## config.mk

```make
export PLATFORM = sky130hd
export DESIGN_NAME = sequence_reorder_buffer_top
export DESIGN_NICKNAME = d
export VERILOG_FILES = /design/src/rtl/srb_pkg.sv /design/src/rtl/sequence_reorder_buffer_top.sv /design/src/rtl/srb_ctrl.sv /design/src/rtl/srb_datapath.sv
export SDC_FILE = /design/constraint.sdc
export NUM_CORES = 1
export LEC_CHECK = 0
export ABC_AREA = 0
export BUFFER_PORTS_ARGS = -buffer_cell sky130_fd_sc_hd__buf_2
export CORE_ASPECT_RATIO = 1.75
export CORE_MARGIN = 5
export CORE_UTILIZATION = 67
export CTS_BUF_LIST = sky130_fd_sc_hd__clkbuf_8
export DETAILED_ROUTE_END_ITERATION = 8
export MAX_ROUTING_LAYER = met4
export PLACE_DENSITY = 0.9
export SYNTH_ARGS = -nofsm -noshare
export SYNTH_HDL_FRONTEND = slang
export SYNTH_SLANG_ARGS = --single-unit
```

## constraint.sdc

```tcl
create_clock -name clock -period 10.1 [get_ports clock]
set_clock_uncertainty 0.05 [all_clocks]
set_input_delay 2.02 -clock clock [delete_from_list [all_inputs] [get_ports clock]]
set_output_delay 2.02 -clock clock [all_outputs]
set_load 0.005 [all_outputs]
```

## src/rtl/srb_pkg.sv

```systemverilog
// srb_pkg: transaction types, field widths and command/status structs for the
// sequence reorder buffer. No dependencies; imported by every rtl module.

package srb_pkg;

   // fixed field widths of the frame and result transactions
   localparam int SEQ_BITS     = 8;
   localparam int PAYLOAD_BITS = 32;
   localparam int PEAK_W       = 5;

   // result status codes
   localparam logic STATUS_DELIVERED = 1'b0;
   localparam logic STATUS_REJECTED  = 1'b1;

   // input frame transaction
   typedef struct packed {
      logic [SEQ_BITS-1:0]     seq_number;
      logic [PAYLOAD_BITS-1:0] frame_payload;
   } req_type;

   // result transaction
   typedef struct packed {
      logic [SEQ_BITS-1:0]     out_seq_number;
      logic [PAYLOAD_BITS-1:0] out_payload;
      logic                    status;
      logic                    last_of_run;
      logic [PEAK_W-1:0]       peak_held;
   } rsp_type;

   // controller to datapath commands
   typedef struct packed {
      logic capture;       // latch the incoming frame
      logic emit_single;   // load a pass-through or reject result
      logic store;         // write the frame into its window slot
      logic read_head;     // fetch the head slot payload
      logic release_head;  // emit the head frame and advance the window
   } dp_cmd_type;

   // datapath to controller status
   typedef struct packed {
      logic bypass;        // pass-through mode selected
      logic in_window;     // latched frame falls inside the window
      logic head_valid;    // head slot holds a frame
      logic out_free;      // output register can take a result this cycle
   } dp_status_type;

endpackage

```

## src/rtl/sequence_reorder_buffer_top.sv

```systemverilog
// sequence_reorder_buffer_top: top level joining controller and datapath.
// Depends on srb_pkg, srb_ctrl and srb_datapath.
//
//  channel  direction  handshake              payload
//  req      in         req_valid / req_stall  srb_pkg::req_type
//  rsp      out        rsp_valid / rsp_stall  srb_pkg::rsp_type
//  csr      in         csr_wr_en              csr_wr_data (reorder_enable)
//
// A pass-through or rejected frame is captured, then evaluated and loaded
// into the output register. An in-window frame is captured, evaluated and
// stored; each released frame waits on the registered read of the payload
// memory. Synchronous reset clears slot valid bits, counters and the output
// valid bit; reorder mode is on after reset. A stalled result holds the
// sequencer in its emit step while the output register is full.

module sequence_reorder_buffer_top #(
   parameter int WINDOW = 16
) (
   input  logic             clock,
   input  logic             reset,
   input  logic             req_valid,
   output logic             req_stall,
   input  srb_pkg::req_type req_data,
   output logic             rsp_valid,
   input  logic             rsp_stall,
   output srb_pkg::rsp_type rsp_data,
   input  logic             csr_wr_en,
   input  logic             csr_wr_data
);
   import srb_pkg::*;

   dp_cmd_type    cmd;
   dp_status_type status;

   // sequencer
   srb_ctrl u_ctrl (
      .clock     (clock),
      .reset     (reset),
      .req_valid (req_valid),
      .req_stall (req_stall),
      .status    (status),
      .cmd       (cmd)
   );

   // storage and result path
   srb_datapath #(
      .WINDOW (WINDOW)
   ) u_datapath (
      .clock       (clock),
      .reset       (reset),
      .req_data    (req_data),
      .csr_wr_en   (csr_wr_en),
      .csr_wr_data (csr_wr_data),
      .cmd         (cmd),
      .status      (status),
      .rsp_stall   (rsp_stall),
      .rsp_valid   (rsp_valid),
      .rsp_data    (rsp_data)
   );

   // busy after every accepted transaction
   a_busy_after_accept: assert property (@(posedge clock) disable iff (reset)
      (req_valid && !req_stall) |=> req_stall)
      else $error("input not stalled after accepted transaction");

   // results load only into a free output register
   a_load_when_free: assert property (@(posedge clock) disable iff (reset)
      (cmd.emit_single || cmd.release_head) |-> status.out_free)
      else $error("result loaded over a pending transaction");

   // frames are stored only in reorder mode and inside the window
   a_store_in_window: assert property (@(posedge clock) disable iff (reset)
      cmd.store |-> (!status.bypass && status.in_window))
      else $error("frame stored outside the window");

   // at most one datapath command per cycle
   a_one_command: assert property (@(posedge clock) disable iff (reset)
      $onehot0({cmd.capture, cmd.emit_single, cmd.store, cmd.read_head,
                cmd.release_head}))
      else $error("conflicting datapath commands");

endmodule

```

## src/rtl/srb_ctrl.sv

```systemverilog
// srb_ctrl: sequencing state machine of the reorder buffer.
// Depends on srb_pkg for the command and status structs.

module srb_ctrl (
   input  logic                  clock,
   input  logic                  reset,
   input  logic                  req_valid,
   output logic                  req_stall,
   input  srb_pkg::dp_status_type status,
   output srb_pkg::dp_cmd_type   cmd
);
   import srb_pkg::*;

   typedef enum logic [1:0] {
      ST_IDLE,
      ST_EVAL,
      ST_CHECK,
      ST_SEND
   } state_type;

   state_type state_ff;
   state_type state_in;

   // next state and commands
   always_comb begin
      state_in = state_ff;
      cmd      = '0;
      unique case (state_ff)
         ST_IDLE: begin
            if (req_valid) begin
               cmd.capture = 1'b1;
               state_in    = ST_EVAL;
            end
         end
         ST_EVAL: begin
            if (status.bypass || !status.in_window) begin
               if (status.out_free) begin
                  cmd.emit_single = 1'b1;
                  state_in        = ST_IDLE;
               end
            end else begin
               cmd.store = 1'b1;
               state_in  = ST_CHECK;
            end
         end
         ST_CHECK: begin
            if (status.head_valid) begin
               cmd.read_head = 1'b1;
               state_in      = ST_SEND;
            end else begin
               state_in = ST_IDLE;
            end
         end
         ST_SEND: begin
            if (status.out_free) begin
               cmd.release_head = 1'b1;
               state_in         = ST_CHECK;
            end
         end
         default: state_in = ST_IDLE;
      endcase
   end

   // state register
   always_ff @(posedge clock) begin
      if (reset) begin
         state_ff <= ST_IDLE;
      end else begin
         state_ff <= state_in;
      end
   end

   // new frames only while idle
   assign req_stall = (state_ff != ST_IDLE);

endmodule

```

## src/rtl/srb_datapath.sv

```systemverilog
// srb_datapath: window slots, payload memory, counters and output register.
// Depends on srb_pkg for transaction types and command/status structs.

module srb_datapath #(
   parameter int WINDOW = 16
) (
   input  logic                   clock,
   input  logic                   reset,
   input  srb_pkg::req_type       req_data,
   input  logic                   csr_wr_en,
   input  logic                   csr_wr_data,
   input  srb_pkg::dp_cmd_type    cmd,
   output srb_pkg::dp_status_type status,
   input  logic                   rsp_stall,
   output logic                   rsp_valid,
   output srb_pkg::rsp_type       rsp_data
);
   import srb_pkg::*;

   localparam int IDX_W   = (WINDOW > 1) ? $clog2(WINDOW) : 1;
   localparam int CNT_W   = $clog2(WINDOW + 1);
   localparam int EFF_WIN = (WINDOW < (2 ** SEQ_BITS)) ? WINDOW : (2 ** SEQ_BITS);
   localparam logic [IDX_W:0]    WIN_EXT     = (IDX_W + 1)'(WINDOW);
   localparam logic [IDX_W-1:0]  LAST_IDX    = IDX_W'(WINDOW - 1);
   localparam logic [SEQ_BITS:0] EFF_WIN_EXT = (SEQ_BITS + 1)'(EFF_WIN);

   logic                    enable_ff;
   logic [SEQ_BITS-1:0]     in_seq_ff;
   logic [PAYLOAD_BITS-1:0] in_pay_ff;
   logic [WINDOW-1:0]       valid_ff;
   logic [PAYLOAD_BITS-1:0] slot_mem [WINDOW];
   logic [PAYLOAD_BITS-1:0] rd_data_ff;
   logic [SEQ_BITS-1:0]     next_ff;
   logic [IDX_W-1:0]        head_ff;
   logic [CNT_W-1:0]        held_ff;
   logic [CNT_W-1:0]        peak_ff;
   logic                    rsp_valid_ff;
   rsp_type                 rsp_data_ff;
   rsp_type                 rsp_data_in;

   logic [SEQ_BITS-1:0]     offset;
   logic [IDX_W:0]          slot_sum;
   logic [IDX_W-1:0]        slot_idx;
   logic [IDX_W-1:0]        head_next;
   logic [CNT_W-1:0]        held_inc;
   logic [PEAK_W-1:0]       peak_out;
   logic                    out_free;

   // mode register
   always_ff @(posedge clock) begin
      if (reset) begin
         enable_ff <= 1'b1;
      end else if (csr_wr_en) begin
         enable_ff <= csr_wr_data;
      end
   end

   // latched frame
   always_ff @(posedge clock) begin
      if (cmd.capture) begin
         in_seq_ff <= req_data.seq_number;
         in_pay_ff <= req_data.frame_payload;
      end
   end

   // window offset and slot, sum stays below twice the window for in-window offsets
   assign offset   = in_seq_ff - next_ff;
   assign slot_sum = {1'b0, head_ff} + {1'b0, offset[IDX_W-1:0]};
   assign slot_idx = (slot_sum >= WIN_EXT) ? IDX_W'(slot_sum - WIN_EXT)
                                           : slot_sum[IDX_W-1:0];
   assign head_next = (head_ff == LAST_IDX) ? '0 : head_ff + 1'b1;
   assign held_inc  = held_ff + CNT_W'(1);

   // peak count as carried on the result
   if (CNT_W >= PEAK_W) begin : g_peak_trunc
      assign peak_out = peak_ff[PEAK_W-1:0];
   end else begin : g_peak_ext
      assign peak_out = {{(PEAK_W - CNT_W){1'b0}}, peak_ff};
   end

   // payload memory, one write and one registered read
   always_ff @(posedge clock) begin
      if (cmd.store) begin
         slot_mem[slot_idx] <= in_pay_ff;
      end
      if (cmd.read_head) begin
         rd_data_ff <= slot_mem[head_ff];
      end
   end

   // slot valid bits, window head and counts
   always_ff @(posedge clock) begin
      if (reset) begin
         valid_ff <= '0;
         next_ff  <= '0;
         head_ff  <= '0;
         held_ff  <= '0;
         peak_ff  <= '0;
      end else begin
         if (cmd.store && !valid_ff[slot_idx]) begin
            valid_ff[slot_idx] <= 1'b1;
            held_ff            <= held_inc;
            if (held_inc > peak_ff) begin
               peak_ff <= held_inc;
            end
         end
         if (cmd.release_head) begin
            valid_ff[head_ff] <= 1'b0;
            held_ff           <= held_ff - CNT_W'(1);
            next_ff           <= next_ff + 1'b1;
            head_ff           <= head_next;
         end
      end
   end

   // result selection
   always_comb begin
      rsp_data_in = rsp_data_ff;
      priority if (cmd.emit_single) begin
         rsp_data_in.out_seq_number = in_seq_ff;
         rsp_data_in.out_payload    = enable_ff ? '0 : in_pay_ff;
         rsp_data_in.status         = enable_ff ? STATUS_REJECTED : STATUS_DELIVERED;
         rsp_data_in.last_of_run    = 1'b1;
         rsp_data_in.peak_held      = peak_out;
      end else if (cmd.release_head) begin
         rsp_data_in.out_seq_number = next_ff;
         rsp_data_in.out_payload    = rd_data_ff;
         rsp_data_in.status         = STATUS_DELIVERED;
         rsp_data_in.last_of_run    = !valid_ff[head_next];
         rsp_data_in.peak_held      = peak_out;
      end else begin
         rsp_data_in = rsp_data_ff;
      end
   end

   // output register
   assign out_free = !rsp_valid_ff || !rsp_stall;

   always_ff @(posedge clock) begin
      if (reset) begin
         rsp_valid_ff <= 1'b0;
      end else if (cmd.emit_single || cmd.release_head) begin
         rsp_valid_ff <= 1'b1;
      end else if (!rsp_stall) begin
         rsp_valid_ff <= 1'b0;
      end
   end

   always_ff @(posedge clock) begin
      rsp_data_ff <= rsp_data_in;
   end

   assign rsp_valid = rsp_valid_ff;
   assign rsp_data  = rsp_data_ff;

   // status to the controller
   assign status.bypass     = !enable_ff;
   assign status.in_window  = ({1'b0, offset} < EFF_WIN_EXT);
   assign status.head_valid = valid_ff[head_ff];
   assign status.out_free   = out_free;

endmodule
```

==> metrics <==
outcome=finished, final reports clean; Post-Place Cell Area=approximately 27000 sq um; leakage power=about 9.3 nW; Buf/Inv on CP=2; crit path max-delay cell type=nor3_2; Slew headroom=between 6 and 7%; min Tclk post-route=between 5 and 6 ns; CTS tree=done; die area=about 43000 sq um; P_int=about 4.2 mW; IO Port Bufs=94; first-pass GRT wire length=~89000 um; total CTS buffers=88; overall routed net length=approximately 60000 um; clk sinks=673; initial antenna violation count=1; Clk pin slew, worst setup/hold paths=~0.07 ns; vias in the first global route=approximately 14000; die extent in x=roughly 160 um; Post-Syn Area=roughly 26000 sq um; Die Ht=~270 um; Yosys top cell area share=72.03%; max frequency=198.7 MHz; Fill cells=a little under 2000; GRT Total Usage=slightly below 30%; Worst path max stage delay=0.87 ns; io pins=95; Hold Buf Count CTS=0; switching portion of total power=between 20% and 30%; grt ovf=0; core box area=about 39000 sq um; Fin. Hold Viols=0; gpl congestion=between 0.9 and 1; distinct cell type count after synthesis=60; Slew @ Worst Pin=between 1 and 1.5 ns; layout cells sized above 1=between 30% and 40%; Tcrit/Tclk final=~50%; PD cells=~180 nW/um^2; Seq pwr share=58.4%; mean post-synth cell area=~21 sq um; H-tree levels=3; YS warnings=0; Nets=roughly 1500; # resized after CTS=0; synth top area cells=edfxtp_1 (72%), mux4_2 (15%), dfxtp_1 (3.3%); RSZ-0062 raised after global routing=no; number of remaining DRC errors=0; 1st-pass router iterations=5; worst path cell trace=ha_1 > inv_1 > fa_1 > xor2_1 > ha_1 > a21o_1 > or3_1 > a21o_1 > and2_2 > nand2b_1 > nor3_2 > buf_4; Root Buffer=clkbuf_8; Post-Route Setup TNS=0 ns; worst reg2reg setup slack=approximately 5.1 ns; Avg WL per Cell=30.78 um; Peak VDD IR=around 140 uV; CP startpoint kind=flop; maximum fanout along the worst path=24; Post CTS Setup Buffer Count=0; DR iter-0 viols=~1400; Vias/cell=~7.0; class of the most critical setup path=flop to flop; via count=between 10000 and 15000; NetSw=1.082 mW; clock insertion delay at the later pin of the skew report=0.68 ns; Routed Antenna Nets=0; EDFF count, synth=between 600 and 700; Primary FF master, synth=edfxtp_1; worst path arrival time=between 5 and 6 ns; Mapped Cells=1243; Max Cap Viol=0; ys async rst share=0%; total power draw=around 5.3 mW; most common cell in the netlist=edfxtp_1; CTS Buffer Depth=3; Yosys top cell by area=edfxtp_1; Crit path max-delay family=simple AND/OR/NAND/NOR gates; net count after synthesis=~1300; Layout area overhead=11.35%; Post-Layout Inst Area=29240 sq um; Logic pwr share=roughly 1.7%; crit end category=flop; synth cell count leaders=edfxtp_1 (630), mux4_2 (172), dfxtp_1 (43), clkbuf_1 (41), a22o_1 (34); number of max-slew violations in the final report=0; Hold Crit Class=flop to flop; setup violators final=0; hpwl dp=about 33000 um; largest net degree at the start of global routing=around 110; Cell Rows=96; Critical Path RT=roughly 10 ns; Core Util, Final=between 70% and 80%; Worst Hold Slack=roughly 0.43 ns; register area share after synthesis=75.31%; initial core utilization=between 60% and 70%; Clk pwr share=around two fifths; #FFs+latches synth=673
registers in the layout, indices dropped and copies added (netlist names):
register and flops:
u_datapath.rsp_valid 1, u_datapath.in_pay_ff 32, u_datapath.rsp_data 47, u_datapath.held_ff 5
u_datapath.rd_data_ff 32, u_datapath.next_ff 8, u_datapath.slot_mem 512, u_ctrl.state_ff 2
u_datapath.peak_ff 5, u_datapath.in_seq_ff 8, u_datapath.enable_ff 1, u_datapath.valid_ff 16
u_datapath.head_ff 4
area by class of cell:
cell class	instances	area (sq um)	share of cell area [%]
Sequential cell	673	19790	67.67
Inverter	26	97.59	0.3337
Tap cell	490	613.1	2.096
Timing Repair Buffer	120	678.2	2.319
Multi-Input combinational cell	479	6206	21.22
Antenna cell	1	2.502	0.008557
Clock inverter	66	605.6	2.071
Clock buffer	91	1252	4.283
logic make-up (layout without fill, tap and decap cells):
logic type | after synthesis | in the layout | synth area share, %
compound gates | 128 | 128 | 3.706
xor+xnor | 19 | 19 | 0.6336
fa+ha+maj | 26 | 26 | 1.296
buf+inv | 91 | 303 | 1.534
flops | 673 | 673 | 75.31
mux | 176 | 176 | 15.03
other cells | 0 | 1 | 0
simple gates | 130 | 130 | 2.492
path summary, 6_finish.rpt:
kind	from	end	depth (start not counted)
setup / recovery	u_datapath.next_ff[0]	u_datapath.slot_mem[8][4]	12
hold / removal	u_datapath.rsp_data[5]	u_datapath.rsp_data[5]	1
setup reg to reg	u_datapath.next_ff[0]	u_datapath.slot_mem[8][4]	12
hold reg to reg	u_datapath.rsp_data[5]	u_datapath.rsp_data[5]	1
routing by layer:
metal  up-vias  part of all wire [%]  GRT usage (%)  wire [um]
li1       5488                     -              -          -
met1      6932                    33          34.21      19790
met2       962                    54          49.98      32390
met3       185                   8.9          5.178       5316
met4         0                   4.0          12.09       2402
met5         -                     0              -          0
power groups by stage:
stage / registers [mW] / clock network [mW] / logic (mW)
global placement: 3.17 / 0 / 0.0830
CTS: 3.11 / 2.16 / 0.0875
finish: 3.11 / 2.13 / 0.0884
detailed placement: 3.17 / 0 / 0.0869
floorplan: 3.16 / 0 / 0.0491
global route: 3.12 / 2.29 / 0.0950
through the flow:
stage	cells	worst slack, ns
3_3_place_gp	1788	5.361
2_1_floorplan	1243	3.457
5_1_grt	1946	4.904
3_5_place_dp	1788	5.146
6_report	1946	5.067
4_1_cts	1945	5.103
cells in the final DEF (no fill, tap or decap), types with 10 or more instances in the layout:
cell,Yosys,routed
a211oi_1,14,14
a21oi_1,22,21
a22o_1,34,34
buf_2,10,94
buf_4,3,25
bufinv_16,0,12
clkbuf_8,3,91
clkinv_1,0,17
clkinv_2,0,10
dfxtp_1,43,39
edfxtp_1,630,630
ha_1,24,24
inv_1,26,45
mux4_2,172,172
nand2_1,29,29
nor2_1,25,23
nor3_1,25,13
nor3_2,0,12
o21ai_0,15,15
xnor2_1,14,14
(Power assumes the default switching activity.)
